File: config.mk
export PLATFORM = sky130hd
export DESIGN_NAME = time_triggered_task_scheduler_top
export DESIGN_NICKNAME = d
export VERILOG_FILES = /design/src/hdl/tts_pkg.sv /design/src/hdl/tts_cell.sv /design/src/hdl/tts_slot_op.sv /design/src/hdl/time_triggered_task_scheduler_top.sv
export SDC_FILE = /design/constraint.sdc
export NUM_CORES = 1
export LEC_CHECK = 0
export BUFFER_PORTS_ARGS = -buffer_cell sky130_fd_sc_hd__buf_2
export CAP_MARGIN = 30
export CORE_ASPECT_RATIO = 1.2
export CORE_MARGIN = 5
export CORE_UTILIZATION = 55
export DETAILED_ROUTE_END_ITERATION = 8
export HOLD_SLACK_MARGIN = 0.02
export PLACE_DENSITY = 0.72
export SETUP_SLACK_MARGIN = 0.2
export SLEW_MARGIN = 20
export SYNTH_ARGS = -nofsm -noshare
export SYNTH_HDL_FRONTEND = slang
export SYNTH_SLANG_ARGS = --single-unit
File: constraint.sdc
create_clock -name clk_i -period 3.23 [get_ports clk_i]
set_clock_uncertainty 0.2 [all_clocks]
set_input_delay 0.4845 -clock clk_i [delete_from_list [all_inputs] [get_ports clk_i]]
set_output_delay 0.4845 -clock clk_i [all_outputs]
set_load 0.02 [all_outputs]
File: src/hdl/tts_pkg.sv
`timescale 1ns / 1ps

package tts_pkg;

  localparam int unsigned SLOT_W      = 4;
  localparam int unsigned MAX_RESULTS = 8;
  localparam int unsigned RES_CNT_W   = 4;
  localparam int unsigned IDX_CMP_W   = 7;
  localparam logic [7:0]  RUNS_MAX    = 8'd255;

  typedef enum logic [1:0] {
    FUNC_TICK     = 2'd0,
    FUNC_ADD      = 2'd1,
    FUNC_DEL      = 2'd2,
    FUNC_DISPATCH = 2'd3
  } func_e;

  typedef struct packed {
    logic        valid;
    logic [15:0] delay;
    logic [15:0] period;
    logic [7:0]  runs;
  } slot_rec_t;

  typedef struct packed {
    logic claim_open;
    logic del_hit;
    logic disp_open;
  } slot_ctrl_t;

  typedef struct packed {
    logic claimed;
    logic fired;
  } slot_flags_t;

  localparam slot_rec_t SLOT_EMPTY = '{valid: 1'b0, delay: 16'd0, period: 16'd0, runs: 8'd0};

endpackage

File: src/hdl/tts_cell.sv
`timescale 1ns / 1ps

module tts_cell
  import tts_pkg::*;
(
  input  logic      clk_i,
  input  logic      rst_ni,
  input  logic      shift_i,
  input  slot_rec_t rec_i,
  output slot_rec_t rec_o
);

  slot_rec_t rec_q;

  // takes the neighbor's record on every shift cycle
  always_ff @(posedge clk_i or negedge rst_ni) begin
    if (!rst_ni) begin
      rec_q <= SLOT_EMPTY;
    end else if (shift_i) begin
      rec_q <= rec_i;
    end
  end

  assign rec_o = rec_q;

endmodule

File: src/hdl/tts_slot_op.sv
`timescale 1ns / 1ps

module tts_slot_op
  import tts_pkg::*;
(
  input  func_e       func_i,
  input  logic [15:0] delay_i,
  input  logic [15:0] period_i,
  input  slot_ctrl_t  ctrl_i,
  input  slot_rec_t   rec_i,
  output slot_rec_t   rec_o,
  output slot_flags_t flags_o
);

  always_comb begin
    rec_o   = rec_i;
    flags_o = '0;
    unique case (func_i)
      FUNC_TICK: begin
        if (rec_i.valid) begin
          if (rec_i.delay == 16'd0) begin
            if (rec_i.runs != RUNS_MAX) begin
              rec_o.runs = rec_i.runs + 8'd1;
            end
            if (rec_i.period != 16'd0) begin
              rec_o.delay = rec_i.period;
            end
          end else begin
            rec_o.delay = rec_i.delay - 16'd1;
          end
        end
      end
      FUNC_ADD: begin
        if (!rec_i.valid && ctrl_i.claim_open) begin
          rec_o.valid     = 1'b1;
          rec_o.delay     = delay_i;
          rec_o.period    = period_i;
          rec_o.runs      = 8'd0;
          flags_o.claimed = 1'b1;
        end
      end
      FUNC_DEL: begin
        if (ctrl_i.del_hit) begin
          rec_o = SLOT_EMPTY;
        end
      end
      FUNC_DISPATCH: begin
        if (rec_i.runs != 8'd0 && ctrl_i.disp_open) begin
          flags_o.fired = 1'b1;
          if (rec_i.period == 16'd0) begin
            rec_o = SLOT_EMPTY;
          end else begin
            rec_o.runs = rec_i.runs - 8'd1;
          end
        end
      end
      default: begin
        rec_o = rec_i;
      end
    endcase
  end

endmodule

File: src/hdl/time_triggered_task_scheduler_top.sv
`timescale 1ns / 1ps

// channel  | direction | ports                                           | handshake
// ---------+-----------+-------------------------------------------------+--------------------
// command  | in        | func_i, delay_i, period_i, task_index_i         | start & !busy
// result   | out       | slot_o, due_o, status_o, last_o                 | result_valid_o
//
// an item goes from its accept cycle in idle through the rotation (ST_RUN), one slot record
// past the update unit per cycle, and through the closing state (ST_FINISH) back to idle;
// busy is high in the rotation and in the closing state
// the first result of a dispatch may appear during the rotation, the last one follows it
// reset clears every slot record and the control, results come one per cycle at most
// results cannot be stalled, busy holds off new commands until the rotation is done

module time_triggered_task_scheduler_top
  import tts_pkg::*;
#(
  parameter int unsigned TASK_SLOTS = 8
) (
  input  logic        clk_i,
  input  logic        rst_ni,
  input  logic        start,
  output logic        busy,
  input  logic [1:0]  func_i,
  input  logic [15:0] delay_i,
  input  logic [15:0] period_i,
  input  logic [2:0]  task_index_i,
  output logic        result_valid_o,
  output logic [3:0]  slot_o,
  output logic        due_o,
  output logic        status_o,
  output logic        last_o
);

  localparam int unsigned IW = (TASK_SLOTS > 1) ? $clog2(TASK_SLOTS) : 1;
  localparam logic [IW-1:0] CNT_LAST = IW'(TASK_SLOTS - 1);
  localparam logic [SLOT_W-1:0] SLOT_NONE = SLOT_W'(TASK_SLOTS);

  typedef enum logic [1:0] {
    ST_IDLE,
    ST_RUN,
    ST_FINISH
  } state_e;

  state_e               state_q;
  logic [IW-1:0]        cnt_q;
  func_e                func_q;
  logic [15:0]          delay_q;
  logic [15:0]          period_q;
  logic [2:0]           idx_q;
  logic                 claim_done_q;
  logic [SLOT_W-1:0]    claim_slot_q;
  logic                 held_valid_q;
  logic [SLOT_W-1:0]    held_slot_q;
  logic [RES_CNT_W-1:0] n_q;

  logic                 res_valid_q;
  logic [SLOT_W-1:0]    res_slot_q;
  logic                 res_due_q;
  logic                 res_status_q;
  logic                 res_last_q;

  slot_rec_t   ring [TASK_SLOTS];
  slot_rec_t   head_next;
  slot_ctrl_t  ctrl;
  slot_flags_t flags;
  logic        shift;
  logic [SLOT_W-1:0] cnt_slot;
  logic        idx_in_range;

  assign shift        = (state_q == ST_RUN);
  assign cnt_slot     = SLOT_W'(cnt_q);
  assign idx_in_range = IDX_CMP_W'(idx_q) < IDX_CMP_W'(TASK_SLOTS);

  assign ctrl.claim_open = !claim_done_q;
  assign ctrl.del_hit    = IDX_CMP_W'(cnt_q) == IDX_CMP_W'(idx_q);
  assign ctrl.disp_open  = n_q < RES_CNT_W'(MAX_RESULTS);

  // update unit sits at the head of the ring, ring[0] always holds slot cnt_q
  tts_slot_op u_slot_op (
    .func_i   (func_q),
    .delay_i  (delay_q),
    .period_i (period_q),
    .ctrl_i   (ctrl),
    .rec_i    (ring[0]),
    .rec_o    (head_next),
    .flags_o  (flags)
  );

  // ring of slot cells, the updated head record re-enters at the tail
  for (genvar i = 0; i < TASK_SLOTS; i++) begin : g_cell
    slot_rec_t rec_in;
    if (i == TASK_SLOTS - 1) begin : g_tail
      assign rec_in = head_next;
    end else begin : g_mid
      assign rec_in = ring[i+1];
    end
    tts_cell u_cell (
      .clk_i   (clk_i),
      .rst_ni  (rst_ni),
      .shift_i (shift),
      .rec_i   (rec_in),
      .rec_o   (ring[i])
    );
  end

  always_ff @(posedge clk_i or negedge rst_ni) begin
    if (!rst_ni) begin
      state_q      <= ST_IDLE;
      cnt_q        <= '0;
      func_q       <= FUNC_TICK;
      delay_q      <= '0;
      period_q     <= '0;
      idx_q        <= '0;
      claim_done_q <= 1'b0;
      claim_slot_q <= '0;
      held_valid_q <= 1'b0;
      held_slot_q  <= '0;
      n_q          <= '0;
      res_valid_q  <= 1'b0;
      res_slot_q   <= '0;
      res_due_q    <= 1'b0;
      res_status_q <= 1'b0;
      res_last_q   <= 1'b0;
    end else begin
      res_valid_q <= 1'b0;
      unique case (state_q)
        ST_IDLE: begin
          if (start) begin
            func_q       <= func_e'(func_i);
            delay_q      <= delay_i;
            period_q     <= period_i;
            idx_q        <= task_index_i;
            cnt_q        <= '0;
            claim_done_q <= 1'b0;
            held_valid_q <= 1'b0;
            n_q          <= '0;
            state_q      <= ST_RUN;
          end
        end
        ST_RUN: begin
          if (flags.claimed) begin
            claim_done_q <= 1'b1;
            claim_slot_q <= cnt_slot;
          end
          // a due slot is held back one find so its last flag is known
          if (flags.fired) begin
            if (held_valid_q) begin
              res_valid_q  <= 1'b1;
              res_slot_q   <= held_slot_q;
              res_due_q    <= 1'b1;
              res_status_q <= 1'b0;
              res_last_q   <= 1'b0;
            end
            held_valid_q <= 1'b1;
            held_slot_q  <= cnt_slot;
            n_q          <= n_q + RES_CNT_W'(1);
          end
          if (cnt_q == CNT_LAST) begin
            cnt_q   <= '0;
            state_q <= ST_FINISH;
          end else begin
            cnt_q <= cnt_q + IW'(1);
          end
        end
        ST_FINISH: begin
          res_valid_q  <= 1'b1;
          res_due_q    <= 1'b0;
          res_status_q <= 1'b0;
          res_last_q   <= 1'b1;
          res_slot_q   <= SLOT_NONE;
          unique case (func_q)
            FUNC_TICK: begin
              res_slot_q <= SLOT_NONE;
            end
            FUNC_ADD: begin
              if (claim_done_q) begin
                res_slot_q <= claim_slot_q;
              end else begin
                res_status_q <= 1'b1;
              end
            end
            FUNC_DEL: begin
              if (idx_in_range) begin
                res_slot_q <= SLOT_W'(idx_q);
              end
            end
            FUNC_DISPATCH: begin
              if (held_valid_q) begin
                res_slot_q <= held_slot_q;
                res_due_q  <= 1'b1;
              end
            end
            default: begin
              res_slot_q <= SLOT_NONE;
            end
          endcase
          state_q <= ST_IDLE;
        end
        default: begin
          state_q <= ST_IDLE;
        end
      endcase
    end
  end

  assign busy           = (state_q != ST_IDLE);
  assign result_valid_o = res_valid_q;
  assign slot_o         = res_slot_q;
  assign due_o          = res_due_q;
  assign status_o       = res_status_q;
  assign last_o         = res_last_q;

endmodule

Word level (Yosys, flattened, before mapping)
Cells that the tools add are included.

storage, ports and cells
  input port bits = 40
  flip-flop bits (word level) = 390

cells by class
  reductions and logical operators = 21
  $lt $le $gt $ge = 1
  multiplexer cells = 52
  $add $sub $neg = 5
  equality and inequality tests = 13

operators by type and width
  operator                                                               number
  41-bit 2-to-1 mux                                                      3
  16-bit case mux with 4 select lines                                    1
  16-bit 2-to-1 mux                                                      3
  16-bit case mux with 3 select lines                                    1
  33-bit 2-to-1 mux                                                      1
  16-bit logical NOT                                                     2
  8-bit 2-to-1 mux                                                       4
  8-bit case mux with 4 select lines                                     1
  4-bit 2-to-1 mux                                                       6
  1-bit 2-to-1 mux                                                       16
  4-bit case mux with 2 select lines                                     2
  4-bit case mux with 4 select lines                                     1
  16-bit nonzero test                                                    1
  16-bit by 1-bit subtractor with 16-bit output (second input constant)  1
  1-bit case mux with 2 select lines                                     6
  2-bit != test (second input constant)                                  5
  2-bit AND reduction                                                    5
  3-bit AND reduction                                                    3
  8-bit by 1-bit adder with 8-bit output (second input constant)         1
  8-bit != test (second input constant)                                  1
  8-bit nonzero test                                                     1
  8-bit by 1-bit subtractor with 8-bit output (second input constant)    1
  2-bit equality test (second input constant)                            3
  3-bit 2-to-1 mux                                                       2
  other kinds (14)                                                       21

Longest topological paths before layout
Gate-level depths: netlist of run 1.

  word-level depth = 6
  gate-level depth with buffers = 10
  mapped depth without buffers = 8

By module
Synthesis of run 1 repeated with hierarchy kept, for this count alone.

second synthesis, totals
  cells, all modules = 1192
  area total of the unflattened synthesis = 18447.7 um^2

by module, submodules not included
  module                             cells an instance  times used  area an instance (um^2)
  tts_cell                           87                 8           1729.2
  time_triggered_task_scheduler_top  226                1           2765.2
  tts_slot_op                        270                1           1849.3

Worst setup path before layout of run 1
Ideal clock, no wire load.

  path kind = register to register
  start = register g_cell[0].u_cell.rec_q, in the netlist g_cell[0].u_cell.rec_o[0]
  end = register g_cell[7].u_cell.rec_q, in the netlist g_cell[7].u_cell.rec_o[5]
  path slack = 742 ps
  required time = 2904 ps
  data arrival time = 2162 ps
  path buffers = 2
  library setup time = 126 ps
  stages on the path, launching flop included = 11
  path through = dfrtp_1 clkbuf_1 inv_1 ha_1 nor4b_1 a21oi_1 clkbuf_1 o21ai_0 a32oi_1 nor2_1 o32a_1

between the ends
  cells in the longest elaborated chain, start to end = 5
  elaborated cells on any way between the ends = 11
  classes of those cells = add/sub: 2; eq/ne: 1; mux: 6; reduce/logical: 2

RTL lines
  item                                                                            line                                  text
  from (decl)                                                                     tts_cell.sv:13                        slot_rec_t rec_q;
  from (signal assigned)                                                          tts_cell.sv:20                        rec_q <= rec_i;
  8-bit by 1-bit adder with 8-bit output / 8-bit != test (equally long branches)  tts_slot_op.sv:23, tts_slot_op.sv:22
  8-bit 2-to-1 mux                                                                tts_slot_op.sv:22                     if (rec_i.runs != RUNS_MAX) begin
  8-bit 2-to-1 mux                                                                tts_slot_op.sv:21                     if (rec_i.delay == 16'd0) begin
  8-bit 2-to-1 mux                                                                tts_slot_op.sv:20                     if (rec_i.valid) begin
  8-bit case mux with 4 select lines *                                            tts_slot_op.sv:18                     unique case (func_i)
  to (signal assigned)                                                            tts_cell.sv:20
  to (decl)                                                                       tts_cell.sv:13

Every way passes the cells marked *; elsewhere a longest branch is shown, timed or not.
A chain may end at the register's enable or synchronous reset.

Worst setup path in the final report of run 1
  start = register g_cell[0].u_cell.rec_q, in the netlist g_cell[0].u_cell.rec_o[29]
  end = register g_cell[7].u_cell.rec_q, in the netlist g_cell[7].u_cell.rec_o[1]

between the ends
  cells in the longest elaborated chain, start to end = 4

RTL lines
  item                                line
  16-bit logical NOT                  tts_slot_op.sv:21
  8-bit 2-to-1 mux                    tts_slot_op.sv:21
  8-bit 2-to-1 mux                    tts_slot_op.sv:20
  8-bit case mux with 4 select lines  tts_slot_op.sv:18

No other way between the ends.

==> results of run 1 <==
## metal layers
layer,vias up,share of wire,global-route usage
li1,4659,-,-
met1,5130,0.43,0.277
met2,202,0.51,0.358
met3,59,0.036,0.0273
met4,0,0.024,0.0532
met5,-,0,0
## what timing repair did
| action | CTS | global route |
|---|---|---|
| hold buffers | 38 | 0 |
| hold endpoints to repair | 115 | 0 |
| gates resized for setup | 0 | 0 |
| setup buffers | 0 | 0 |
## per-stage QoR
| stage | setup slack (ps) | total power [mW] |
|---|---|---|
| 3_3_place_gp | 546 | 16.1 |
| 5_1_grt | 266 | 22.2 |
| 3_5_place_dp | 526 | 16.4 |
| 4_1_cts | 495 | 21.0 |
| 6_report | 495 | 20.8 |
| 2_1_floorplan | 742 | 14.3 |
## layout by cell type, fill, tap and decap left out, types with 5 or more instances in the layout
cell type	netlist	layout
dfrtp_1	390	390
mux2_2	321	321
nor2_1	76	76
nand2_1	68	67
buf_2	7	47
o21ai_0	46	46
clkbuf_16	0	40
dlygate4sd3_1	0	38
a21oi_1	23	23
buf_4	1	23
a221oi_1	21	21
inv_1	19	19
nand3_1	15	15
nor4_1	11	11
nor3_1	12	11
a31oi_1	11	11
clkbuf_1	64	10
ha_1	10	9
buf_12	0	8
a41oi_1	7	7
clkinv_2	0	7
nand4_1	6	6
o211ai_1	6	6
o221ai_1	6	6
nor2b_1	5	5
nand2b_1	5	5
clkbuf_8	0	5
## final cells by class
class	count	area, µm²	share of cell area
clock inverters	12	150	0.00798
multi-input cells	751	6270	0.333
clock buffers	55	1110	0.0589
repair buffers	117	963	0.0512
inverters	19	71.3	0.00379
flip-flops and latches	390	9760	0.519
well taps	390	488	0.0259
## synthesized netlist by cell type, types with 12 or more instances
cell and count:
nand3_1 15, nor2_1 76, nand2_1 68, a21oi_1 23, mux2_2 321, inv_1 19
o21ai_0 46, clkbuf_1 64, dfrtp_1 390, nor3_1 12, a221oi_1 21
## registers in the layout (all words and copies together) (netlist names)
signal and count:
g_cell.u_cell.rec_o 328, delay_q 16, period_q 16, n_q 4, slot_o 4, claim_slot_q 3, cnt_q 3, held_slot_q 3
idx_q 3, func_q 2, state_q 2, claim_done_q 1, due_o 1, held_valid_q 1, last_o 1, result_valid_o 1
status_o 1
## worst max-delay path by stage
| stage | from | end | slack (ps) | depth (start not counted) |
|---|---|---|---|---|
| after global placement | g_cell[0].u_cell.rec_o[29] | g_cell[7].u_cell.rec_o[1] | 550 | 6 |
| final | g_cell[0].u_cell.rec_o[29] | g_cell[7].u_cell.rec_o[1] | 500 | 6 |
| after detailed placement | g_cell[0].u_cell.rec_o[29] | g_cell[7].u_cell.rec_o[1] | 530 | 6 |
| after CTS | g_cell[0].u_cell.rec_o[29] | g_cell[7].u_cell.rec_o[1] | 500 | 6 |
| after global routing | g_cell[0].u_cell.rec_o[0] | slot_o[0] | 270 | 7 |
| after floorplan | g_cell[0].u_cell.rec_o[0] | g_cell[7].u_cell.rec_o[5] | 740 | 10 |
## kinds of logic (layout without fill, tap and decap cells)
family	Yosys count	in the layout
buf+inv	95	203
mux	325	325
xor+xnor	7	7
fa+ha+maj	10	10
flops	390	390
compound gates	174	174
simple gates	235	235
## power by group through the flow
| stage | clock, mW | combinational (mW) | sequential (mW) |
|---|---|---|---|
| floorplan | 0 | 5.98 | 8.32 |
| global placement | 0 | 7.14 | 8.98 |
| detailed placement | 0 | 7.32 | 9.08 |
| CTS | 4.54 | 7.43 | 9.02 |
| global route | 4.75 | 8.12 | 9.30 |
| finish | 4.43 | 7.36 | 9.00 |
## tightest hold or removal path, cell delays in order (launching register included)
cell and delay, ps:
dfrtp_1 340, nand2_1 50, o21ai_0 60
==> flow_summary_export.csv, run 1 <==
group,metric,value,unit
critical_path,path_delay_family,"simple AND/OR/NAND/NOR gates",
timing,rsz0062_at_grt,"no",
worst_hold_path,whs_path_depth,2,
floorplanning,die_w,168,µm
timing,slew_headroom,0.511,
critical_path,path_class,"reg -> reg",
place,hpwl,22100,µm
timing,hold_slack,290,ps
critical_path,path_buf_inv,0,
route,drc,0,
clocking,numCtsBuffers,39,
floorplanning,die_y,199,µm
timing,period_needed,2730,ps
place,io_buffers,48,
floorplanning,rows,69,
floorplanning,coreArea,29500,µm²
route,first_pass_iters,4,
critical_path,slowest_delay,490,ps
status,status,"complete, no violations",
pwr,peakVddDrop,817,µV
layout,nNetsFinal,1368,
yosys,ys.flop_type,"dfrtp_1",
route,drtIter0Drc,667,
critical_path,startpoint_type,"register",
critical_path,crit_fanout,11,
place,place_area,17200,µm²
yosys,synthArstFlopShare,1.00,
timing,post-route-period-util,0.847,
critical_path,r2r-start,"g_cell[0].u_cell.rec_o[29]",
yosys,synth_area_leaders,"dfrtp_1 (60%), mux2_2 (22%), nor2_1 (1.7%)",
critical_path,worstPathRequired,3390,ps
yosys,syn_area,16400,µm²
route,via_per_inst,5.80,
yosys,yosys_warnings,0,
worst_hold_path,hold_class,"reg -> reg",
critical_path,endpoint_kind,"register",
route,routedWlPerCell,19.3,µm
pwr,combPwrFrac,0.354,
yosys,synth_edf_count,0,
timing,drv_slew,0,
critical_path,rr_worst_depth,6,
flow_run,drv_cap,0,
pwr,p_clk_frac,0.213,
clocking,clk_latency,530,ps
layout,final_cell_area,18800,µm²
clocking,cts_tree,"done",
pwr,p_int,13.8,mW
pwr,leakagePower,8.16,nW
global_route,antenna_found_initial,0,
yosys,ys_seq_area_frac,0.596,
pwr,power.switching,6.96,mW
yosys,synth_top_area_share,0.596,
yosys,synth_nets,1286,
clocking,clock_sinks,390,
floorplanning,initial_core_util,0.555,
timing,tightest_slew,733,ps
pwr,swShare,0.335,
route,vias,10050,
clocking,clk_pin_slew,60,ps
yosys,synth-simple-area-share,0.0723,
global_route,grt.total_usage,0.206,
critical_path,crit_chain,"nor4_4, nand3_2, nor3b_2, mux2_2, a221oi_1, a21oi_1",
yosys,avgSynthCellArea,13.3,µm²
critical_path,arrival,2900,ps
place,globalplace.congestion,0.908,
yosys,yosysUniqueCellTypes,73,
critical_path,crit_slowest_cell,"nor4_4",
yosys,synth-xor-area-share,0.00374,
critical_path,r2r_end,"g_cell[7].u_cell.rec_o[1]",
floorplanning,die_area,33400,µm²
timing,max_freq,366,MHz
critical_path,rrSetupSlack,500,ps
pwr,p_seq_frac,0.433,
layout,syn2layout_area_growth,14.8,%
worst_hold_path,worstHoldStart,"g_cell[7].u_cell.rec_o[28]",
clocking,h-tree-depth,2,
yosys,synth-compound-area-share,0.0746,
layout,drive_gt1_frac,0.358,
clocking,cts_root_buf,"clkbuf_16",
timing,finalHoldViolCount,0,
global_route,grt_pass1_wl,55800,µm
layout,fillCellCount,2199,
global_route,grt_max_degree,132,
yosys,synth_fa_ha_area_frac,0.00764,
layout,post-route-util,0.637,
route,ant_nets,0,
pwr,power.density,1110,nW/µm²
yosys,synth_mux_area_frac,0.223,
route,wl,33600,µm
place,dpl.cell_count,1629,
timing,tns,0,ps
global_route,grt_pass1_vias,10459,
worst_hold_path,hold_end,"g_cell[7].u_cell.rec_o[28]",
layout,n_antenna_cell,0,
yosys,yosysTopAreaCell,"dfrtp_1",
floorplanning,ios,49,
global_route,grt_overflow,0,
yosys,synth_top_family_by_area,"multiplexers",
timing,setup-violations-final,0,
yosys,ys_ff_latch,390,
yosys,synth_cells,1236,
layout,fin_cells,1734,
clocking,max-clock-path-buffers,3,
Power figures use the tool's default switching activity.
==> run 2: changes to the inputs <==
Settings changed: PLACE_DENSITY 0.72 to 0.75.
Clock period 3.23 ns to 2.2 ns, I/O delays scaled along.
==> flow_summary_export.csv, run 2 (synthesis gave the netlist of run 1 again) <==
group,metric,value,unit
floorplanning,ios,49,
route,drtIter0Drc,713,
timing,rsz0062_at_grt,"yes",
critical_path,startpoint_type,"register",
critical_path,r2r-start,"g_cell[0].u_cell.rec_o[25]",
critical_path,r2r_end,"g_cell[7].u_cell.rec_o[34]",
global_route,grt_overflow,0,
worst_hold_path,hold_class,"in -> async",
status,status,"complete, but fails checks",
pwr,leakagePower,9.31,nW
critical_path,crit_path_start,"g_cell[0].u_cell.rec_o[25]",
place,globalplace.congestion,0.922,
layout,n_antenna_cell,0,
critical_path,crit_chain,"inv_2, ha_4, nor4b_4, nand4_1, buf_6, o21a_1, o211ai_1, buf_4, nand2_2, a21oi_2",
place,hpwl,24700,µm
timing,max_freq,435,MHz
layout,nNetsFinal,1530,
timing,post-route-period-util,1.04,
timing,period_needed,2300,ps
global_route,grt.total_usage,0.231,
place,dpl.cell_count,1741,
layout,final_cell_mix,"dfrtp_1 (386), mux2_2 (314), buf_4 (135)",
critical_path,path_buf_inv,3,
flow_run,drv_cap,0,
critical_path,crit_fanout,5,
timing,drv_slew,0,
layout,seqCellArea,9760,µm²
clocking,clock_sinks,390,
global_route,antenna_found_initial,0,
layout,syn2layout_area_growth,30.6,%
route,wl,39200,µm
critical_path,path_class,"reg -> reg",
clocking,cts_root_buf,"clkbuf_16",
floorplanning,initial_core_util,0.555,
pwr,power.density,1670,nW/µm²
floorplanning,die_y,199,µm
global_route,grt_max_degree,94,
route,drc,0,
layout,layout_commonest_cell,"dfrtp_1",
clocking,numCtsBuffers,39,
route,ant_nets,0,
layout,fin_cells,1895,
layout,largest_reg_flops,328,
critical_path,slowest_delay,390,ps
route,vias,10969,
pwr,peakVddDrop,1100,µV
floorplanning,coreArea,29500,µm²
clocking,h-tree-depth,2,
clocking,clk_pin_slew,70,ps
timing,finalHoldViolCount,0,
route,first_pass_iters,5,
timing,tightest_slew,529,ps
timing,slew_headroom,0.648,
route,via_per_inst,5.79,
timing,fin_ws,-97.1,ps
place,place_area,18400,µm²
floorplanning,die_w,168,µm
global_route,grt_pass1_vias,11764,
route,routedWlPerCell,20.7,µm
critical_path,endpoint_kind,"register",
critical_path,rrSetupSlack,-100,ps
critical_path,arrival,2550,ps
critical_path,worstPathRequired,2450,ps
floorplanning,rows,69,
global_route,grt_pass1_wl,62300,µm
timing,setup-violations-final,19,
clocking,max-clock-path-buffers,3,
layout,final_cell_area,21400,µm²
timing,tns,-742,ps
layout,multi_input_area,7140,µm²
place,io_buffers,48,
clocking,clk_latency,530,ps
clocking,cts_tree,"done",
status,violations,"negative setup slack",
layout,drive_gt1_frac,0.498,
critical_path,path_delay_family,"compound AO/OA/AOI/OAI gates",
floorplanning,die_area,33400,µm²
layout,fillCellCount,1864,
critical_path,crit_slowest_cell,"dfrtp_1",
critical_path,rr_worst_depth,10,
==> run 2: cell types whose count changed in the layout (fill, tap and decap cells not counted), sizes merged <==
cell         delta
buf           +156
bufinv          -3
clkbuf          +9
clkinv          -5
clkinvlp        +3
dlygate4sd3     +1
==> run 2: routing by layer <==
metal  global-route usage  wire (µm)
met1                0.300      16100
met2                0.392      20100
met3               0.0326       1480
met4                0.100       1510
met5                    0          0
==> run 2: worst register-to-register path, delay by kind of cell, from the launching register on <==
kind	cells	cell delay, ps
AO/OA/AOI/OAI	3	580
adder cells (fa/ha/maj)	1	150
buffers and inverters	3	450
flip-flops	1	390
AND/OR/NAND/NOR	3	460
==> run 2: worst max path at each step <==
stage / end / slack [ps] / cells after the start
after floorplan: g_cell[7].u_cell.rec_o[1] / -3 / 6
after global placement: g_cell[7].u_cell.rec_o[26] / -60 / 4
after detailed placement: g_cell[7].u_cell.rec_o[38] / -80 / 7
after CTS: g_cell[7].u_cell.rec_o[1] / -50 / 7
after global routing: g_cell[7].u_cell.rec_o[1] / -230 / 7
final: g_cell[7].u_cell.rec_o[34] / -100 / 10
==> run 2: through the flow <==
step                utilization  hold WS, ps  worst slack [ps]  power [mW]
finish                    0.725          198             -97.1        35.7
global route              0.725          223              -228        37.6
CTS                       0.702          205             -54.4        34.3
detailed placement        0.625        -55.1             -80.7        26.5
global placement          0.625        -50.9             -62.2        25.9
floorplan                     -         -166             -2.69        21.7
==> run 2: area by class of cell <==
class | count | share of cell area
Timing Repair Buffer | 279 | 0.126
Inverter | 19 | 0.00374
Tap cell | 390 | 0.0228
Multi-Input combinational cell | 751 | 0.333
Sequential cell | 390 | 0.456
Clock buffer | 59 | 0.0548
Clock inverter | 7 | 0.00275
==> run 2: timing repair <==
item,CTS,global route
hold endpoints to repair,399,0
gates cloned,4,5
gates resized for setup,91,85
hold buffers,39,0
setup endpoints to repair,160,229
setup buffers,17,23
pin swaps,34,42
==> run 2: where the power goes <==
part / internal [mW] / switching [mW] / leakage, nW / total [mW]
registers: 10.7 / 2.34 / 4.75 / 13.1
logic: 8.84 / 7.38 / 3.96 / 16.2
clock network: 3.68 / 2.69 / 0.600 / 6.37
total: 23.3 / 12.4 / 9.31 / 35.7
==> run 3: changes to the inputs <==
Settings changed: PLACE_DENSITY 0.75 to 0.83.
Clock period 2.2 ns to 2.7 ns, I/O delays scaled along.
==> flow_summary_export.csv, run 3 (synthesis gave the netlist of run 1 again) <==
group,metric,value,unit
status,status,"complete, no violations",
critical_path,path_delay_family,"simple AND/OR/NAND/NOR gates",
layout,final_cell_mix,"dfrtp_1 (387), mux2_2 (321), nor2_1 (75)",
route,ant_nets,0,
floorplanning,die_area,33400,µm²
critical_path,rr_worst_depth,6,
clocking,max-clock-path-buffers,3,
pwr,peakVddDrop,802,µV
route,wl,36900,µm
critical_path,path_class,"reg -> reg",
timing,hold_slack,221,ps
route,drtIter0Drc,788,
route,drc,0,
timing,period_needed,2530,ps
critical_path,arrival,2740,ps
route,via_per_inst,5.98,
clocking,clk_latency,540,ps
critical_path,path_depth,6,
global_route,grt.total_usage,0.216,
route,first_pass_iters,6,
global_route,grt_max_degree,94,
global_route,grt_pass1_vias,11198,
critical_path,slowest_delay,490,ps
timing,post-route-period-util,0.935,
place,dpl.cell_count,1657,
pwr,swShare,0.351,
floorplanning,coreArea,29500,µm²
layout,fin_cells,1773,
pwr,combPwrFrac,0.379,
floorplanning,ios,49,
clocking,clock_sinks,390,
floorplanning,rows,69,
timing,slew_headroom,0.528,
layout,n_antenna_cell,0,
critical_path,path_buf_inv,0,
global_route,antenna_found_initial,0,
pwr,leakagePower,8.39,nW
worst_hold_path,hold_class,"in -> async",
layout,layout_commonest_cell,"dfrtp_1",
pwr,design_power_total,25.9,mW
timing,max_freq,396,MHz
floorplanning,die_y,199,µm
layout,drive_gt1_frac,0.399,
timing,rsz0062_at_grt,"yes",
clocking,cts_tree,"done",
layout,largest_reg_flops,328,
global_route,grt_overflow,0,
critical_path,crit_slowest_cell,"dfrtp_1",
pwr,p_clk_frac,0.205,
clocking,cts_root_buf,"clkbuf_16",
pwr,p_seq_frac,0.416,
floorplanning,initial_core_util,0.555,
critical_path,crit_fanout,8,
timing,tns,0,ps
place,io_buffers,48,
timing,setup-violations-final,0,
clocking,h-tree-depth,2,
timing,tightest_slew,708,ps
critical_path,worstPathRequired,2920,ps
floorplanning,die_w,168,µm
clocking,clk_pin_slew,60,ps
route,vias,10611,
timing,finalHoldViolCount,0,
layout,nNetsFinal,1402,
pwr,power.switching,9.12,mW
clocking,numCtsBuffers,39,
pwr,power.density,1340,nW/µm²
global_route,grt_pass1_wl,58800,µm
critical_path,crit_chain,"nor4_2, and4_2, a21o_4, nand3_4, a221oi_2, nor2_1",
critical_path,startpoint_type,"register",
timing,drv_slew,0,
place,globalplace.congestion,0.925,
route,routedWlPerCell,20.8,µm
layout,syn2layout_area_growth,17.8,%
critical_path,endpoint_kind,"register",
pwr,p_int,16.8,mW
flow_run,drv_cap,0,
place,hpwl,22400,µm
run 3: changes by cell type in the layout (fill, tap and decap cells not counted), sizes merged:
cell         change
dlygate4sd3      -1
inv              +2
buf            -123
clkbuf           -9
bufinv           +1
nand3            +1
clkinv           +7
run 3: path summary, 6_finish.rpt:
| check | from | endpoint | slack [ps] |
|---|---|---|---|
| max | g_cell[0].u_cell.rec_o[20] | g_cell[7].u_cell.rec_o[22] | 170 |
| min | rst_ni | g_cell[5].u_cell.rec_o[40] | 220 |
| min reg2reg | g_cell[7].u_cell.rec_o[0] | g_cell[7].u_cell.rec_o[0] | 280 |
| min in group clk_i | start | state_q[1] | 280 |
| max in group asynchronous | rst_ni | g_cell[0].u_cell.rec_o[14] | 1290 |
| max reg2reg | g_cell[0].u_cell.rec_o[20] | g_cell[7].u_cell.rec_o[22] | 170 |
run 3: repair_timing:
action / CTS / global route
buffers inserted: 2 / 3
pin swaps: 2 / 10
hold buffers: 38 / 0
gates resized for setup: 6 / 33
setup endpoints to repair: 8 / 39
endpoints found under the hold margin: 87 / 0
gates cloned: 0 / 1
run 3: layout make-up:
cell class,count,area (µm²)
fill,2078,10200
sequential,390,9760
tap,390,488
clock buffer,55,1140
inverter,19,71.3
clock inverter,17,133
timing repair buffer,150,1240
multi-input combinational,752,6470
run 3: worst register-to-register path, cell delays in order, from the launching register on:
cell and delay, ps:
dfrtp_1 490, nor4_2 410, and4_2 360, a21o_4 240
nand3_4 250, a221oi_2 390, nor2_1 80
run 3: metrics by stage:
step / util / setup slack, ps / area (µm²)
floorplan: - / 212 / 16400
global placement: 0.589 / 189 / 17400
detailed placement: 0.589 / 116 / 17400
CTS: 0.647 / 213 / 19100
global route: 0.654 / 94.8 / 19300
finish: 0.654 / 174 / 19300
run 3: metal layers:
| metal | track usage | up-vias | wire, µm |
|---|---|---|---|
| met2 | 0.381 | 378 | 19200 |
| met3 | 0.0313 | 98 | 1980 |
| met5 | 0 | - | 0 |
| li1 | - | 4709 | - |
| met1 | 0.278 | 5426 | 14500 |
| met4 | 0.0737 | 0 | 1220 |
run 3: power by group through the flow:
stage | combinational [mW] | clock (mW) | sequential [mW]
global placement | 8.84 | 0 | 10.5
CTS | 9.41 | 5.39 | 10.7
floorplan | 7.15 | 0 | 9.95
finish | 9.83 | 5.31 | 10.8
global route | 10.7 | 5.67 | 11.1
detailed placement | 9.20 | 0 | 10.7
